===== src/hdl/tle_pkg.sv =====
package tle_pkg;

   localparam int BYTE_W    = 8;
   localparam int ACTION_W  = 3;
   localparam int COUNT_W   = 6;
   localparam int REQ_W     = 8;
   localparam int RSP_W     = 24;
   localparam int RSP_PAD_W = RSP_W - ACTION_W - BYTE_W - COUNT_W;
   localparam int REG_IDX_W = 1;

   localparam logic [REG_IDX_W-1:0] REG_ERASE_CHAR = 1'd0;
   localparam logic [REG_IDX_W-1:0] REG_KILL_CHAR  = 1'd1;

   localparam logic [BYTE_W-1:0] ERASE_CHAR_RESET = 8'd127;
   localparam logic [BYTE_W-1:0] KILL_CHAR_RESET  = 8'd21;

   localparam logic [BYTE_W-1:0] CODE_EOT    = 8'h04;
   localparam logic [BYTE_W-1:0] CODE_BELL   = 8'h07;
   localparam logic [BYTE_W-1:0] CODE_TAB    = 8'h09;
   localparam logic [BYTE_W-1:0] CODE_NL     = 8'h0A;
   localparam logic [BYTE_W-1:0] CODE_CR     = 8'h0D;
   localparam logic [BYTE_W-1:0] CODE_WERASE = 8'h17;
   localparam logic [BYTE_W-1:0] CODE_SPACE  = 8'h20;
   localparam logic [BYTE_W-1:0] CODE_TILDE  = 8'h7E;

   typedef enum logic [ACTION_W-1:0] {
      ACTION_ECHO    = 3'd0,
      ACTION_ERASE   = 3'd1,
      ACTION_NEWLINE = 3'd2,
      ACTION_BELL    = 3'd3,
      ACTION_EOI     = 3'd4
   } action_type;

   typedef enum logic [4:0] {
      ST_IDLE,
      ST_DISPATCH,
      ST_EMIT_EOT,
      ST_EMIT_ERASE1,
      ST_EMIT_KILL,
      ST_EMIT_NL,
      ST_EMIT_BELL,
      ST_EMIT_ECHO,
      ST_WERASE_PRIME,
      ST_WALK_WERASE,
      ST_EMIT_WERASE,
      ST_WRAP_PRIME,
      ST_WALK_WRAP,
      ST_WRAP_NL,
      ST_WRAP_ERASE,
      ST_WRAP_MOVE_NL,
      ST_COPY
   } state_type;

   typedef enum logic [2:0] {
      CUR_HOLD,
      CUR_DEC,
      CUR_ZERO,
      CUR_INC,
      CUR_PTR,
      CUR_MOVED
   } cur_op_type;

   typedef enum logic [1:0] {
      PTR_HOLD,
      PTR_LOAD_SPACE,
      PTR_LOAD_WORD,
      PTR_WALK
   } ptr_op_type;

   typedef enum logic [1:0] {
      RD_CUR,
      RD_WALK,
      RD_COPY,
      RD_COPY_NEXT
   } rd_op_type;

   typedef enum logic [1:0] {
      WR_NONE,
      WR_CH,
      WR_COPY
   } wr_op_type;

   typedef enum logic [1:0] {
      IDX_HOLD,
      IDX_CLEAR,
      IDX_STEP
   } idx_op_type;

   typedef enum logic [2:0] {
      OUT_EOT,
      OUT_ERASE_ONE,
      OUT_ERASE_CUR,
      OUT_ERASE_MOVED,
      OUT_NL,
      OUT_BELL,
      OUT_ECHO_CH,
      OUT_ECHO_RD
   } out_sel_type;

   typedef struct packed {
      logic        load_ch;
      logic        set_finished;
      cur_op_type  cur_op;
      ptr_op_type  ptr_op;
      rd_op_type   rd_op;
      wr_op_type   wr_op;
      idx_op_type  idx_op;
      logic        emit;
      out_sel_type out_sel;
      logic        last;
   } dp_cmd_type;

   typedef struct packed {
      logic finished;
      logic ch_eot;
      logic ch_erase;
      logic ch_kill;
      logic ch_werase;
      logic ch_nl;
      logic ch_print;
      logic ch_space;
      logic cursor_zero;
      logic cursor_last_col;
      logic walk_done;
      logic ptr_zero;
      logic copy_last;
      logic out_free;
   } dp_status_type;

   function automatic logic is_space(input logic [BYTE_W-1:0] c);
      return (c == CODE_SPACE) || (c >= CODE_TAB && c <= CODE_CR);
   endfunction

   function automatic logic is_print(input logic [BYTE_W-1:0] c);
      return (c >= CODE_SPACE) && (c <= CODE_TILDE);
   endfunction

endpackage


===== src/hdl/tle_datapath.sv =====
module tle_datapath #(
   parameter int LINE_WIDTH = 40
) (
   input  logic                              clock,
   input  logic                              reset,
   input  logic [tle_pkg::REQ_W-1:0]         req_tdata,
   input  logic                              csr_we,
   input  logic [tle_pkg::REG_IDX_W-1:0]     csr_index,
   input  logic [tle_pkg::BYTE_W-1:0]        csr_wdata,
   input  tle_pkg::dp_cmd_type               cmd,
   output tle_pkg::dp_status_type            status,
   output logic                              rsp_tvalid,
   input  logic                              rsp_tready,
   output logic [tle_pkg::RSP_W-1:0]         rsp_tdata,
   output logic                              rsp_tlast
);

   localparam int CW      = $clog2(LINE_WIDTH + 1);
   localparam int AW      = (LINE_WIDTH > 1) ? $clog2(LINE_WIDTH) : 1;
   localparam int BYTE_W  = tle_pkg::BYTE_W;
   localparam int COUNT_W = tle_pkg::COUNT_W;

   logic [BYTE_W-1:0] line_mem [LINE_WIDTH];

   logic [BYTE_W-1:0] erase_ff, erase_in;
   logic [BYTE_W-1:0] kill_ff, kill_in;
   logic [BYTE_W-1:0] ch_ff, ch_in;
   logic [CW-1:0]     cursor_ff, cursor_in;
   logic [CW-1:0]     ptr_ff, ptr_in;
   logic [CW-1:0]     idx_ff, idx_in;
   logic              phase_word_ff, phase_word_in;
   logic              finished_ff, finished_in;
   logic [BYTE_W-1:0] rd_data_ff;
   logic              rsp_valid_ff, rsp_valid_in;
   logic [tle_pkg::RSP_W-1:0] rsp_data_ff, rsp_data_in;
   logic              rsp_last_ff, rsp_last_in;

   logic [CW-1:0]     moved;
   logic              rd_space;
   logic              walk_step;
   logic [CW-1:0]     rd_addr_full;
   logic [CW-1:0]     wr_addr_full;
   logic [BYTE_W-1:0] wr_data;
   tle_pkg::action_type        out_action;
   logic [BYTE_W-1:0]          out_byte;
   logic [COUNT_W-1:0]         out_count;

   assign moved     = cursor_ff - ptr_ff;
   assign rd_space  = tle_pkg::is_space(rd_data_ff);
   assign walk_step = (ptr_ff != '0) && (phase_word_ff ? !rd_space : rd_space);

   always_comb begin
      status.finished        = finished_ff;
      status.ch_eot          = (ch_ff == tle_pkg::CODE_EOT);
      status.ch_erase        = (ch_ff == erase_ff);
      status.ch_kill         = (ch_ff == kill_ff);
      status.ch_werase       = (ch_ff == tle_pkg::CODE_WERASE);
      status.ch_nl           = (ch_ff == tle_pkg::CODE_NL);
      status.ch_print        = tle_pkg::is_print(ch_ff);
      status.ch_space        = tle_pkg::is_space(ch_ff);
      status.cursor_zero     = (cursor_ff == '0);
      status.cursor_last_col = (cursor_ff == CW'(LINE_WIDTH - 1));
      status.walk_done       = phase_word_ff && !walk_step;
      status.ptr_zero        = (ptr_ff == '0);
      status.copy_last       = ((idx_ff + CW'(1)) == moved);
      status.out_free        = !rsp_valid_ff || rsp_tready;
   end

   always_comb begin
      erase_in = erase_ff;
      kill_in  = kill_ff;
      if (csr_we) begin
         case (csr_index)
            tle_pkg::REG_ERASE_CHAR: erase_in = csr_wdata;
            tle_pkg::REG_KILL_CHAR:  kill_in  = csr_wdata;
            default: ;
         endcase
      end
   end

   assign ch_in       = cmd.load_ch ? req_tdata[BYTE_W-1:0] : ch_ff;
   assign finished_in = finished_ff | cmd.set_finished;

   always_comb begin
      case (cmd.cur_op)
         tle_pkg::CUR_DEC:   cursor_in = cursor_ff - CW'(1);
         tle_pkg::CUR_ZERO:  cursor_in = '0;
         tle_pkg::CUR_INC:   cursor_in = cursor_ff + CW'(1);
         tle_pkg::CUR_PTR:   cursor_in = ptr_ff;
         tle_pkg::CUR_MOVED: cursor_in = moved;
         default:            cursor_in = cursor_ff;
      endcase
   end

   always_comb begin
      ptr_in        = ptr_ff;
      phase_word_in = phase_word_ff;
      case (cmd.ptr_op)
         tle_pkg::PTR_LOAD_SPACE: begin
            ptr_in        = cursor_ff;
            phase_word_in = 1'b0;
         end
         tle_pkg::PTR_LOAD_WORD: begin
            ptr_in        = cursor_ff;
            phase_word_in = 1'b1;
         end
         tle_pkg::PTR_WALK: begin
            if (walk_step) begin
               ptr_in = ptr_ff - CW'(1);
            end else begin
               phase_word_in = 1'b1;
            end
         end
         default: ;
      endcase
   end

   always_comb begin
      case (cmd.idx_op)
         tle_pkg::IDX_CLEAR: idx_in = '0;
         tle_pkg::IDX_STEP:  idx_in = idx_ff + CW'(1);
         default:            idx_in = idx_ff;
      endcase
   end

   always_comb begin
      case (cmd.rd_op)
         tle_pkg::RD_WALK:      rd_addr_full = walk_step ? ptr_ff - CW'(2) : ptr_ff - CW'(1);
         tle_pkg::RD_COPY:      rd_addr_full = ptr_ff + idx_ff;
         tle_pkg::RD_COPY_NEXT: rd_addr_full = ptr_ff + idx_ff + CW'(1);
         default:               rd_addr_full = cursor_ff - CW'(1);
      endcase
   end

   assign wr_addr_full = (cmd.wr_op == tle_pkg::WR_CH) ? cursor_ff : idx_ff;
   assign wr_data      = (cmd.wr_op == tle_pkg::WR_CH) ? ch_ff : rd_data_ff;

   always_ff @(posedge clock) begin
      if (cmd.wr_op != tle_pkg::WR_NONE) begin
         line_mem[wr_addr_full[AW-1:0]] <= wr_data;
      end
      rd_data_ff <= line_mem[rd_addr_full[AW-1:0]];
   end

   always_comb begin
      out_action = tle_pkg::ACTION_ECHO;
      out_byte   = '0;
      out_count  = '0;
      case (cmd.out_sel)
         tle_pkg::OUT_EOT: out_action = tle_pkg::ACTION_EOI;
         tle_pkg::OUT_ERASE_ONE: begin
            out_action = tle_pkg::ACTION_ERASE;
            out_count  = COUNT_W'(1);
         end
         tle_pkg::OUT_ERASE_CUR: begin
            out_action = tle_pkg::ACTION_ERASE;
            out_count  = COUNT_W'(cursor_ff);
         end
         tle_pkg::OUT_ERASE_MOVED: begin
            out_action = tle_pkg::ACTION_ERASE;
            out_count  = COUNT_W'(moved);
         end
         tle_pkg::OUT_NL: begin
            out_action = tle_pkg::ACTION_NEWLINE;
            out_byte   = tle_pkg::CODE_NL;
         end
         tle_pkg::OUT_BELL: begin
            out_action = tle_pkg::ACTION_BELL;
            out_byte   = tle_pkg::CODE_BELL;
         end
         tle_pkg::OUT_ECHO_CH: out_byte = ch_ff;
         tle_pkg::OUT_ECHO_RD: out_byte = rd_data_ff;
         default: ;
      endcase
   end

   always_comb begin
      rsp_valid_in = rsp_valid_ff;
      rsp_data_in  = rsp_data_ff;
      rsp_last_in  = rsp_last_ff;
      if (cmd.emit) begin
         rsp_valid_in = 1'b1;
         rsp_data_in  = {{tle_pkg::RSP_PAD_W{1'b0}}, out_count, out_byte, out_action};
         rsp_last_in  = cmd.last;
      end else if (rsp_tready) begin
         rsp_valid_in = 1'b0;
      end
   end

   always_ff @(posedge clock) begin
      if (reset) begin
         erase_ff      <= tle_pkg::ERASE_CHAR_RESET;
         kill_ff       <= tle_pkg::KILL_CHAR_RESET;
         cursor_ff     <= '0;
         finished_ff   <= 1'b0;
         rsp_valid_ff  <= 1'b0;
         phase_word_ff <= 1'b0;
      end else begin
         erase_ff      <= erase_in;
         kill_ff       <= kill_in;
         cursor_ff     <= cursor_in;
         finished_ff   <= finished_in;
         rsp_valid_ff  <= rsp_valid_in;
         phase_word_ff <= phase_word_in;
      end
   end

   always_ff @(posedge clock) begin
      ch_ff       <= ch_in;
      ptr_ff      <= ptr_in;
      idx_ff      <= idx_in;
      rsp_data_ff <= rsp_data_in;
      rsp_last_ff <= rsp_last_in;
   end

   assign rsp_tvalid = rsp_valid_ff;
   assign rsp_tdata  = rsp_data_ff;
   assign rsp_tlast  = rsp_last_ff;

endmodule


===== src/hdl/tle_controller.sv =====
module tle_controller (
   input  logic                   clock,
   input  logic                   reset,
   input  logic                   req_tvalid,
   output logic                   req_tready,
   input  tle_pkg::dp_status_type status,
   output tle_pkg::dp_cmd_type    cmd
);

   tle_pkg::state_type state_ff, state_in;

   always_comb begin
      state_in = state_ff;
      case (state_ff)
         tle_pkg::ST_IDLE: begin
            if (req_tvalid) state_in = tle_pkg::ST_DISPATCH;
         end
         tle_pkg::ST_DISPATCH: begin
            if (status.finished) begin
               state_in = tle_pkg::ST_IDLE;
            end else if (status.ch_eot && status.cursor_zero) begin
               state_in = tle_pkg::ST_EMIT_EOT;
            end else if (status.ch_erase && !status.cursor_zero) begin
               state_in = tle_pkg::ST_EMIT_ERASE1;
            end else if (status.ch_kill) begin
               state_in = tle_pkg::ST_EMIT_KILL;
            end else if (status.ch_werase) begin
               state_in = tle_pkg::ST_WERASE_PRIME;
            end else if (status.ch_nl) begin
               state_in = tle_pkg::ST_EMIT_NL;
            end else if (!status.ch_print) begin
               state_in = tle_pkg::ST_EMIT_BELL;
            end else begin
               state_in = tle_pkg::ST_EMIT_ECHO;
            end
         end
         tle_pkg::ST_EMIT_EOT, tle_pkg::ST_EMIT_ERASE1, tle_pkg::ST_EMIT_KILL,
         tle_pkg::ST_EMIT_NL, tle_pkg::ST_EMIT_BELL, tle_pkg::ST_EMIT_WERASE,
         tle_pkg::ST_WRAP_NL: begin
            if (status.out_free) state_in = tle_pkg::ST_IDLE;
         end
         tle_pkg::ST_EMIT_ECHO: begin
            if (status.out_free) begin
               if (!status.cursor_last_col) begin
                  state_in = tle_pkg::ST_IDLE;
               end else if (status.ch_space) begin
                  state_in = tle_pkg::ST_WRAP_NL;
               end else begin
                  state_in = tle_pkg::ST_WRAP_PRIME;
               end
            end
         end
         tle_pkg::ST_WERASE_PRIME: state_in = tle_pkg::ST_WALK_WERASE;
         tle_pkg::ST_WALK_WERASE: begin
            if (status.walk_done) state_in = tle_pkg::ST_EMIT_WERASE;
         end
         tle_pkg::ST_WRAP_PRIME: state_in = tle_pkg::ST_WALK_WRAP;
         tle_pkg::ST_WALK_WRAP: begin
            if (status.walk_done) begin
               state_in = status.ptr_zero ? tle_pkg::ST_WRAP_NL : tle_pkg::ST_WRAP_ERASE;
            end
         end
         tle_pkg::ST_WRAP_ERASE: begin
            if (status.out_free) state_in = tle_pkg::ST_WRAP_MOVE_NL;
         end
         tle_pkg::ST_WRAP_MOVE_NL: begin
            if (status.out_free) state_in = tle_pkg::ST_COPY;
         end
         tle_pkg::ST_COPY: begin
            if (status.out_free && status.copy_last) state_in = tle_pkg::ST_IDLE;
         end
         default: state_in = tle_pkg::ST_IDLE;
      endcase
   end

   always_comb begin
      req_tready       = 1'b0;
      cmd.load_ch      = 1'b0;
      cmd.set_finished = 1'b0;
      cmd.cur_op       = tle_pkg::CUR_HOLD;
      cmd.ptr_op       = tle_pkg::PTR_HOLD;
      cmd.rd_op        = tle_pkg::RD_CUR;
      cmd.wr_op        = tle_pkg::WR_NONE;
      cmd.idx_op       = tle_pkg::IDX_HOLD;
      cmd.emit         = 1'b0;
      cmd.out_sel      = tle_pkg::OUT_NL;
      cmd.last         = 1'b1;
      case (state_ff)
         tle_pkg::ST_IDLE: begin
            req_tready  = 1'b1;
            cmd.load_ch = req_tvalid;
         end
         tle_pkg::ST_EMIT_EOT: begin
            cmd.out_sel      = tle_pkg::OUT_EOT;
            cmd.emit         = status.out_free;
            cmd.set_finished = status.out_free;
         end
         tle_pkg::ST_EMIT_ERASE1: begin
            cmd.out_sel = tle_pkg::OUT_ERASE_ONE;
            cmd.emit    = status.out_free;
            if (status.out_free) cmd.cur_op = tle_pkg::CUR_DEC;
         end
         tle_pkg::ST_EMIT_KILL: begin
            cmd.out_sel = tle_pkg::OUT_ERASE_CUR;
            cmd.emit    = status.out_free;
            if (status.out_free) cmd.cur_op = tle_pkg::CUR_ZERO;
         end
         tle_pkg::ST_EMIT_NL, tle_pkg::ST_WRAP_NL: begin
            cmd.out_sel = tle_pkg::OUT_NL;
            cmd.emit    = status.out_free;
            if (status.out_free) cmd.cur_op = tle_pkg::CUR_ZERO;
         end
         tle_pkg::ST_EMIT_BELL: begin
            cmd.out_sel = tle_pkg::OUT_BELL;
            cmd.emit    = status.out_free;
         end
         tle_pkg::ST_EMIT_ECHO: begin
            cmd.out_sel = tle_pkg::OUT_ECHO_CH;
            cmd.last    = !status.cursor_last_col;
            cmd.emit    = status.out_free;
            if (status.out_free) begin
               cmd.cur_op = tle_pkg::CUR_INC;
               cmd.wr_op  = tle_pkg::WR_CH;
            end
         end
         tle_pkg::ST_WERASE_PRIME: cmd.ptr_op = tle_pkg::PTR_LOAD_SPACE;
         tle_pkg::ST_WRAP_PRIME:   cmd.ptr_op = tle_pkg::PTR_LOAD_WORD;
         tle_pkg::ST_WALK_WERASE, tle_pkg::ST_WALK_WRAP: begin
            cmd.ptr_op = tle_pkg::PTR_WALK;
            cmd.rd_op  = tle_pkg::RD_WALK;
         end
         tle_pkg::ST_EMIT_WERASE: begin
            cmd.out_sel = tle_pkg::OUT_ERASE_MOVED;
            cmd.emit    = status.out_free;
            if (status.out_free) cmd.cur_op = tle_pkg::CUR_PTR;
         end
         tle_pkg::ST_WRAP_ERASE: begin
            cmd.out_sel = tle_pkg::OUT_ERASE_MOVED;
            cmd.last    = 1'b0;
            cmd.emit    = status.out_free;
            if (status.out_free) cmd.idx_op = tle_pkg::IDX_CLEAR;
         end
         tle_pkg::ST_WRAP_MOVE_NL: begin
            cmd.out_sel = tle_pkg::OUT_NL;
            cmd.last    = 1'b0;
            cmd.rd_op   = tle_pkg::RD_COPY;
            cmd.emit    = status.out_free;
         end
         tle_pkg::ST_COPY: begin
            cmd.out_sel = tle_pkg::OUT_ECHO_RD;
            cmd.last    = status.copy_last;
            cmd.emit    = status.out_free;
            cmd.rd_op   = status.out_free ? tle_pkg::RD_COPY_NEXT : tle_pkg::RD_COPY;
            if (status.out_free) begin
               cmd.wr_op  = tle_pkg::WR_COPY;
               cmd.idx_op = tle_pkg::IDX_STEP;
               if (status.copy_last) cmd.cur_op = tle_pkg::CUR_MOVED;
            end
         end
         default: ;
      endcase
   end

   always_ff @(posedge clock) begin
      if (reset) begin
         state_ff <= tle_pkg::ST_IDLE;
      end else begin
         state_ff <= state_in;
      end
   end

endmodule


===== src/hdl/terminal_line_editor.sv =====
// Each result item is registered before it is offered. A new byte is taken only once every
// result item of the last byte is in the output register, so output stalls hold the input; a
// byte after end of input gives no result. Word erase and a line wrap first walk the line
// store back, and a wrap that moves a word then copies it to the start of the line.
// Reset is synchronous: it clears the cursor and the end-of-input flag and restores the erase
// and kill codes to 127 and 21; the line store is not cleared.
module terminal_line_editor #(
   parameter int LINE_WIDTH = 40
) (
   input  logic                          clock,
   input  logic                          reset,
   input  logic                          req_tvalid,
   output logic                          req_tready,
   input  logic [tle_pkg::REQ_W-1:0]     req_tdata,   // typed_byte
   output logic                          rsp_tvalid,
   input  logic                          rsp_tready,
   output logic [tle_pkg::RSP_W-1:0]     rsp_tdata,   // action, echo_byte, erase_count
   output logic                          rsp_tlast,
   input  logic                          csr_we,
   input  logic [tle_pkg::REG_IDX_W-1:0] csr_index,
   input  logic [tle_pkg::BYTE_W-1:0]    csr_wdata
);

   tle_pkg::dp_cmd_type    cmd;
   tle_pkg::dp_status_type status;

   tle_controller u_controller (
      .clock      (clock),
      .reset      (reset),
      .req_tvalid (req_tvalid),
      .req_tready (req_tready),
      .status     (status),
      .cmd        (cmd)
   );

   tle_datapath #(
      .LINE_WIDTH (LINE_WIDTH)
   ) u_datapath (
      .clock      (clock),
      .reset      (reset),
      .req_tdata  (req_tdata),
      .csr_we     (csr_we),
      .csr_index  (csr_index),
      .csr_wdata  (csr_wdata),
      .cmd        (cmd),
      .status     (status),
      .rsp_tvalid (rsp_tvalid),
      .rsp_tready (rsp_tready),
      .rsp_tdata  (rsp_tdata),
      .rsp_tlast  (rsp_tlast)
   );

   a_no_overwrite: assert property (@(posedge clock) disable iff (reset)
      cmd.emit |-> status.out_free)
      else $error("result item loaded over one still waiting");

   a_one_at_a_time: assert property (@(posedge clock) disable iff (reset)
      (req_tvalid && req_tready) |=> !req_tready)
      else $error("new item accepted while one is in work");

   a_finished_sticky: assert property (@(posedge clock) disable iff (reset)
      status.finished |=> status.finished)
      else $error("end-of-input flag dropped");

   a_move_ends_item: assert property (@(posedge clock) disable iff (reset)
      (cmd.cur_op == tle_pkg::CUR_MOVED) |-> (cmd.emit && cmd.last))
      else $error("wrap finished without the item's final result");

endmodule


===== config.mk =====
export PLATFORM = sky130hd
export DESIGN_NAME = terminal_line_editor
export DESIGN_NICKNAME = d
export VERILOG_FILES = /design/src/hdl/tle_pkg.sv /design/src/hdl/tle_datapath.sv /design/src/hdl/tle_controller.sv /design/src/hdl/terminal_line_editor.sv
export SDC_FILE = /design/constraint.sdc
export NUM_CORES = 1
export LEC_CHECK = 0
export ABC_CLOCK_PERIOD_IN_PS = 4800
export BUFFER_PORTS_ARGS = -buffer_cell sky130_fd_sc_hd__buf_2
export CORE_ASPECT_RATIO = 1.75
export CORE_MARGIN = 2
export CORE_UTILIZATION = 41
export DETAILED_ROUTE_END_ITERATION = 10
export PLACE_DENSITY = 0.58
export SKIP_LAST_GASP = 1
export SYNTH_ARGS = -nofsm -noshare
export SYNTH_HDL_FRONTEND = slang
export SYNTH_SLANG_ARGS = --single-unit

===== constraint.sdc =====
create_clock -name clock -period 4.8 [get_ports clock]
set_input_delay 0.48 -clock clock [delete_from_list [all_inputs] [get_ports clock]]
set_output_delay 0.48 -clock clock [all_outputs]
set_load 0.01 [all_outputs]

==> results.cfg, run 1 <==
[power]
power.leakage_uw = 0.00677
power_density_nw_per_um2 = 591
total_power_uw = 11800
vdd_ir_drop_max_mv = 0.284

[place]
gp_congestion = 0.884
port_buffers = 41
hpwl_microns = 33300

[global_route]
grt_pass1_vias = 10800
gr-total-overflow = 0
antenna_found_initial = 0
grt_pass1_wl_microns = 69800
grt_use_total = 0.209
grt_max_degree = 59

[sta]
rsz0062_at_grt = false
fmax_ghz = 0.240
timing.final.crit_share = 0.867
finalCriticalPeriod_ps = 4160
slew_headroom = 0.185
drv_slew = 0
clock_skew_ps = 21.2
tightest_slew_ps = 1210
setup_viol = 0
finalHoldViolCount = 0
finalSetupTns_ps = 0

[clocking]
clkTransAtPathRegs_ps = 70
hold_buffers = 0
clockRootBuffer = clkbuf_16
clock_latency_ps = 540
h-tree-depth = 2
cts.sinks = 396
post_cts_buffers = 0
cts_buffers = 37
cts_tree = done
cts_resized = 0
clk_path_buf_depth = 3

[floorplan]
row_count = 101
dieArea_sq_um = 45200
dieWidth_microns = 162
boundaryPins = 49
initial_utilization = 0.414
core_area_sq_um = 43100
die_h_microns = 280

[synthesis]
yosys.area_share.simple = 0.0851
async_flop_share = 0
synth_area_leaders = edfxtp_1 60%, mux4_2 7.5%, mux2i_1 4.5%, dfxtp_1 4.3%, nor2_1 1.9%
postSynthCellCount = 1201
synth_xor_area_frac = 0.0272
syn_avg_cell_area_sq_um = 14.8
yosys.area.top_type_share = 0.603
yosysWarnings = 0
synth.distinct_cells = 81
synthAdderAreaFrac = 0.0168
synth_compound_area_frac = 0.0689
synth_top_cell_by_area = edfxtp_1
synth_top_family_by_area = multiplexers
ys_seq_area_frac = 0.646
ys.flop_type = edfxtp_1
synth_edf_count = 358
muxShareOfSynthArea = 0.127
netlist_area_sq_um = 17800
ys_seq_elements = 396

[finish]
num_antenna_cells = 0
layout_commonest_cell = edfxtp_1
syn_to_final_growth_pct = 12.0
layout_common_cells = 358 x edfxtp_1, 88 x nor2_1, 87 x nand2_1
drive_gt1_frac = 0.175
num-nets-final = 1308

[critical_path]
cp-end-kind = flip-flop
cp-start-kind = flip-flop
worstPathRequired_ps = 5260
cp_max_fo = 8
crit_arrival_ps = 4620
worstSetupPathType = reg2reg

[route]
routed_wl_microns = 46600
firstDrtPassIters = 5
wire_per_inst_microns = 25.1
drc = 0
vias = 10500
antenna_left = 0
drt_iter0_markers = 841
viasPerCell = 5.64

[run]
cap_violations = 0

[outcome]
status = finished, final reports clean

[hold_path]
hold_path_class = in2reg
==> state kept, by name, summed over array words and instances (netlist names) <==
name,cells
u_datapath.kill_ff,8
u_controller.state_ff,5
u_datapath.idx_ff,6
u_datapath.ch_ff,8
u_datapath.rsp_tlast,1
u_datapath.rsp_tvalid,1
u_datapath.line_mem,320
u_datapath.rsp_tdata,17
u_datapath.ptr_ff,6
u_datapath.phase_word_ff,1
u_datapath.finished_ff,1
u_datapath.cursor_ff,6
u_datapath.rd_data_ff,8
u_datapath.erase_ff,8
==> cell usage after synthesis, drive strengths merged (25+ instances only) <==
library cell  number
a21oi             41
buf               38
xnor2             25
nand2             87
nor2              88
clkbuf            39
mux2i             80
dfxtp             38
o22ai             35
mux4              64
xor2              27
edfxtp           358
nand3             30
==> area by class of cell <==
class / instances / area [sq um]
clock buffers: 49 / 1010
inverters: 21 / 83.8
clock inverters: 15 / 138
fillers: 3804 / 23100
repair buffers: 95 / 648
multi-input cells: 713 / 5860
flip-flops and latches: 396 / 11500
well taps: 566 / 708
==> metal layers <==
| layer | up-vias | track usage | part of all wire |
|---|---|---|---|
| met2 | 280 | 0.407 | 0.57 |
| met5 | - | 0 | 0 |
| met4 | 0 | 0.0971 | 0.047 |
| li1 | 4787 | - | - |
| met3 | 88 | 0.0234 | 0.035 |
| met1 | 5316 | 0.222 | 0.35 |
==> power breakdown <==
| part | leakage (uW) | switching, uW | internal [uW] |
|---|---|---|---|
| sequential | 0.00354 | 219 | 4450 |
| combinational | 0.00267 | 2710 | 1570 |
| clock | 0.000562 | 1240 | 1600 |
==> kinds of logic after synthesis <==
logic type / after synthesis
compound gates: 171
simple gates: 314
other cells: 1
xor+xnor: 53
flops: 396
buf+inv: 98
mux: 145
fa+ha+maj: 23
==> through the flow <==
stage,util,cell area (sq um),worst slack (ps),instances,hold slack [ps]
2_1_floorplan,-,17800,1310,1207,439
3_3_place_gp,0.436,18800,708,1791,456
3_5_place_dp,0.436,18800,653,1791,463
4_1_cts,0.463,20000,650,1855,95.1
5_1_grt,0.463,20000,476,1855,95.5
6_report,0.463,20000,640,1855,118
==> worst paths after layout <==
check                   startpoint                        to  slack (ps)  depth (start not counted)
max reg2reg   u_datapath.ptr_ff[0]  u_datapath.rd_data_ff[6]         640                         11
min                   req_tdata[2]       u_datapath.ch_ff[2]         120                          1
min reg2reg  u_datapath.kill_ff[5]     u_datapath.kill_ff[5]         470                          2
max           u_datapath.ptr_ff[0]  u_datapath.rd_data_ff[6]         640                         11
==> worst max-delay path, cell delays in order, from the launching register on <==
cell,delay [ps]
edfxtp_1,530
ha_1,290
fa_1,460
xor2_1,340
and3_1,260
nor4_1,70
o21bai_1,210
o41ai_2,530
or3_1,420
o22ai_1,210
or4_1,600
mux2i_1,160
Power figures use the tool's default switching activity.
==> inputs of run 2 (changes only) <==
==> constraint.sdc (replaced) <==
create_clock -name clock -period 4.8 [get_ports clock]
set_input_delay 0.24 -clock clock [delete_from_list [all_inputs] [get_ports clock]]
set_output_delay 0.24 -clock clock [all_outputs]
set_load 0.01 [all_outputs]
==> run 2 against run 1 <==
  * Combinational power shrank 2%
  * Clock power decreased by 2%
  * Highest routed layer unchanged
  * Global-route usage shrank 0.17 points
  * Worst hold slack better by 19 ps
  * Via count rose by 0.71%
  * Clock skew fell by 3.8 ps
  * Final cell count rose by 0.70%
  * Cell area up 0.55%
  * Register-to-register slack improved by 40 ps
==> results.cfg, run 2 (synthesis results as in run 1) <==
[finish]
syn_to_final_growth_pct = 12.6
fin_util = 0.466
nFillCells = 3733
design_area_sq_um = 20100
layout_commonest_cell = edfxtp_1
drive_gt1_frac = 0.171
num-nets-final = 1320
num_antenna_cells = 0
largest_reg_flops = 320
layout_common_cells = 358 x edfxtp_1, 88 x nor2_1, 87 x nand2_1

[critical_path]
crit_arrival_ps = 4580
r2r_cells = 11
worstPathRequired_ps = 5250
cpMaxStageDelayCell = or4_1
crit_chain = ha_1 > fa_1 > xor2_1 > and3_1 > nor4_1 > o21bai_1 > o41ai_2 > or3_1 > o22ai_1 > or4_1 > mux2i_1
setup.worst_path.end = u_datapath.rd_data_ff[0]
crit_cells = 11
crit-reg2reg-launch = u_datapath.ptr_ff[0]
cp-start-kind = flip-flop
cp-end-kind = flip-flop
r2r_setup_slack_ps = 680
cp_slowest_stage_delay_ps = 530
crit_start = u_datapath.ptr_ff[0]
path_delay_family = simple AND/OR/NAND/NOR gates
crit_buf_inv = 0
cp_max_fo = 8
r2r-end = u_datapath.rd_data_ff[0]
worstSetupPathType = reg2reg

[clocking]
h-tree-depth = 2
clockRootBuffer = clkbuf_16
cts.sinks = 396
cts_tree = done
clkTransAtPathRegs_ps = 70
clock_latency_ps = 540
cts_buffers = 37
clk_path_buf_depth = 3

[route]
firstDrtPassIters = 5
routed_wl_microns = 46700
viasPerCell = 5.65
wire_per_inst_microns = 25.0
drc = 0
drt_iter0_markers = 756
antenna_left = 0
vias = 10500

[global_route]
grt_max_degree = 59
grt_pass1_vias = 10900
antenna_found_initial = 0
gr-total-overflow = 0
grt_pass1_wl_microns = 69000
grt_use_total = 0.207

[sta]
worst_hold_slack_ps = 137
clock_skew_ps = 17.4
slew_headroom = 0.236
drv_slew = 0
rsz0062_at_grt = false
timing.final.ws_setup_ps = 675
finalCriticalPeriod_ps = 4120
finalSetupTns_ps = 0
finalHoldViolCount = 0
tightest_slew_ps = 1140
fmax_ghz = 0.242
timing.final.crit_share = 0.859
setup_viol = 0

[floorplan]
core_area_sq_um = 43100
dieArea_sq_um = 45200
boundaryPins = 49
row_count = 101
die_h_microns = 280
initial_utilization = 0.414
dieWidth_microns = 162

[place]
place_ws_ps = 749
port_buffers = 41
gp_congestion = 0.935
hpwl_microns = 33400
post_dp_cell_area_sq_um = 18800

[outcome]
status = finished, final reports clean

[hold_path]
hold_path_class = in2reg

[power]
power_density_nw_per_um2 = 583
vdd_ir_drop_max_mv = 0.435
power.leakage_uw = 0.00681

[run]
cap_violations = 0
[run 2: cell count changes in the layout (fill, tap and decap cells not counted), sizes merged]
| cell | previous run | this run |
|---|---|---|
| clkinv | 14 | 20 |
| bufinv | 2 | 1 |
| clkbuf | 49 | 43 |
| inv | 19 | 21 |
| dlygate4sd3 | 0 | 16 |
| buf | 95 | 91 |
[run 2: layout make-up]
type	instances	area, sq um	area share
flip-flops and latches	396	11500	0.574
multi-input cells	713	5860	0.292
clock buffers	43	970	0.0483
repair buffers	107	791	0.0394
well taps	566	708	0.0353
clock inverters	22	148	0.00736
inverters	21	83.8	0.00418
[run 2: how the worst min path moves through the flow]
stage	start	end	slack, ps	cells after the start
floorplan	req_tdata[0]	u_datapath.ch_ff[0]	340	0
global placement	req_tdata[1]	u_datapath.ch_ff[1]	420	1
detailed placement	req_tdata[1]	u_datapath.ch_ff[1]	420	1
CTS	reset	u_datapath.erase_ff[7]	110	2
global route	reset	u_datapath.erase_ff[7]	120	2
finish	reset	u_datapath.erase_ff[7]	140	2
[run 2: what timing repair did]
action | 4_1_cts | 5_1_grt
setup buffers | 0 | 0
endpoints found under the hold margin | 24 | 0
hold buffers | 16 | 0
resized for setup | 0 | 0
[run 2: report_power, final]
group	total [uW]	internal [uW]	switching (uW)	leakage, uW
logic	4220	1590	2630	0.00271
clock network	2780	1510	1270	0.000552
registers	4700	4450	247	0.00354
total	11700	7540	4150	0.00681
[run 2: per-stage QoR]
step,cells,power (uW)
detailed placement,1787,9040
global route,1868,12200
global placement,1787,9000
finish,1868,11700
floorplan,1207,7530
CTS,1868,11800
[run 2: layer usage]
layer,part of all wire,global-route usage,vias to the layer above
li1,-,-,4802
met5,0,0,-
met4,0.053,0.107,0
met1,0.34,0.210,5357
met3,0.032,0.0225,118
met2,0.57,0.410,268
[run 2: worst reg2reg max path, stage by stage, from the launching register on]
cell      delay, ps
edfxtp_1        520
ha_1            280
fa_1            450
xor2_1          340
and3_1          260
nor4_1           60
o21bai_1        200
o41ai_2         520
or3_1           400
o22ai_1         290
or4_1           540
mux2i_1         170
==> inputs of run 3 (changes only) <==
Settings changed: PLACE_DENSITY 0.58 to 0.66.
==> run 3 against run 2 <==
  * Clock power down 5%
  * Clock-buffer cell count decreased by 1
  * Sequential share of layout area grew 0.072 points
  * Final cell count up 0.21%
  * Sequential power is 1% lower
  * Critical endpoint is now u_datapath.line_mem[3][7]
  * Largest cell class unchanged
  * Highest routed layer unchanged
==> results.cfg, run 3 (synthesis results as in run 1) <==
[place]
post_dp_cell_area_sq_um = 18800
placed_cells = 1795
hpwl_microns = 32200
gp_congestion = 0.965
port_buffers = 41
place_ws_ps = 781

[finish]
nFillCells = 3738
layout_commonest_cell = edfxtp_1
drive_gt1_frac = 0.172
layout_common_cells = 358 x edfxtp_1, 88 x nor2_1, 87 x nand2_1
num_antenna_cells = 0
seqCellArea_sq_um = 11500
finalNonFillerCells = 1872
syn_to_final_growth_pct = 12.4
largest_reg_flops = 320
multiInputGateArea_sq_um = 5860
num-nets-final = 1326
design_area_sq_um = 20000

[sta]
finalCriticalPeriod_ps = 4110
timing.final.crit_share = 0.857
timing.final.ws_setup_ps = 688
fmax_ghz = 0.243
slew_headroom = 0.334
finalHoldViolCount = 0
tightest_slew_ps = 992
clock_skew_ps = 20.3
finalSetupTns_ps = 0
worst_hold_slack_ps = 134
drv_slew = 0
rsz0062_at_grt = false
setup_viol = 0

[global_route]
grt_pass1_wl_microns = 66900
grt_use_total = 0.199
antenna_found_initial = 0
grt_max_degree = 59
grt_pass1_vias = 10700
gr-total-overflow = 0

[floorplan]
die_h_microns = 280
row_count = 101
dieWidth_microns = 162
core_area_sq_um = 43100
boundaryPins = 49
dieArea_sq_um = 45200
initial_utilization = 0.414

[outcome]
status = finished, final reports clean

[hold_path]
min_path_cells = 2
hold_path_class = in2reg
whs_endpoint = u_datapath.finished_ff
hp-start = reset

[power]
p_int_uw = 7440
comb_power_share = 0.367
power_density_nw_per_um2 = 574
power.leakage_uw = 0.00680
swShare = 0.353
vdd_ir_drop_max_mv = 0.369
switchingPower_uw = 4060
pwr-share-clk = 0.229
pwr-share-seq = 0.404

[clocking]
cts_resized = 0
clock_latency_ps = 540
clkTransAtPathRegs_ps = 70
cts.sinks = 396
cts_tree = done
h-tree-depth = 2
clockRootBuffer = clkbuf_16
clk_path_buf_depth = 3
cts_buffers = 35

[route]
routed_wl_microns = 44700
firstDrtPassIters = 5
wire_per_inst_microns = 23.9
vias = 10600
antenna_left = 0
drc = 0
viasPerCell = 5.68
drt_iter0_markers = 770

[critical_path]
cp-start-kind = flip-flop
r2r_cells = 6
cp_max_fo = 21
r2r-end = u_datapath.line_mem[3][7]
worstSetupPathType = reg2reg
crit_arrival_ps = 4280
r2r_setup_slack_ps = 690
cp-end-kind = flip-flop
crit-reg2reg-launch = u_controller.state_ff[1]
worstPathRequired_ps = 4970

[run]
cap_violations = 0
==> run 3: cell types whose count changed in the layout (fill, tap and decap cells not counted), moves of 2 or more <==
cell / change
clkinvlp_4: +4
buf_12: -2
buf_4: +10
clkinv_2: -6
clkbuf_16: -2
==> run 3: through the flow <==
step,power [uW],utilization
after floorplan,7530,-
after global placement,8880,0.437
after detailed placement,8940,0.437
after CTS,11600,0.465
after global routing,12000,0.465
final,11500,0.465
==> run 3: per-layer routing <==
layer	up-vias	track usage	wire, microns
met5	-	0	0
met4	0	0.116	2910
met1	5320	0.199	14700
li1	4800	-	-
met3	136	0.0256	2040
met2	373	0.387	25100
==> run 3: layout make-up <==
type,count,share of cell area
flip-flops and latches,396,0.574
repair buffers,115,0.0412
clock inverters,19,0.00618
multi-input cells,713,0.292
clock buffers,42,0.0466
well taps,566,0.0353
inverters,21,0.00418
==> run 3: worst max path at each step <==
stage | start | end | slack (ps) | cells after the start
floorplan | u_datapath.idx_ff[0] | u_datapath.rd_data_ff[6] | 1310 | 12
global placement | u_controller.state_ff[1] | u_datapath.line_mem[3][4] | 780 | 6
detailed placement | u_controller.state_ff[1] | u_datapath.line_mem[3][0] | 780 | 6
CTS | u_controller.state_ff[1] | u_datapath.line_mem[3][7] | 770 | 6
global route | u_controller.state_ff[1] | u_datapath.line_mem[15][7] | 410 | 6
finish | u_controller.state_ff[1] | u_datapath.line_mem[3][7] | 690 | 6
==> run 3: timing repair <==
action | in CTS | in global routing
buffers inserted | 0 | 0
hold buffers | 16 | 0
endpoints found under the setup margin | 0 | 0
hold endpoints to repair | 24 | 0
==> run 3: worst max-delay path: stages (launching register included) <==
cell and delay, ps:
dfxtp_1 650, nand3b_1 430, nor2_1 510, nand2_1 560, o31ai_1 510, nand2_1 350, nor2_1 730
==> run 3: power groups by stage <==
stage,registers [uW],logic (uW),clock network (uW)
after floorplan,4660,2870,0
after global placement,4710,4170,0
after detailed placement,4710,4230,0
after CTS,4640,4240,2690
after global routing,4670,4510,2820
final,4640,4220,2640
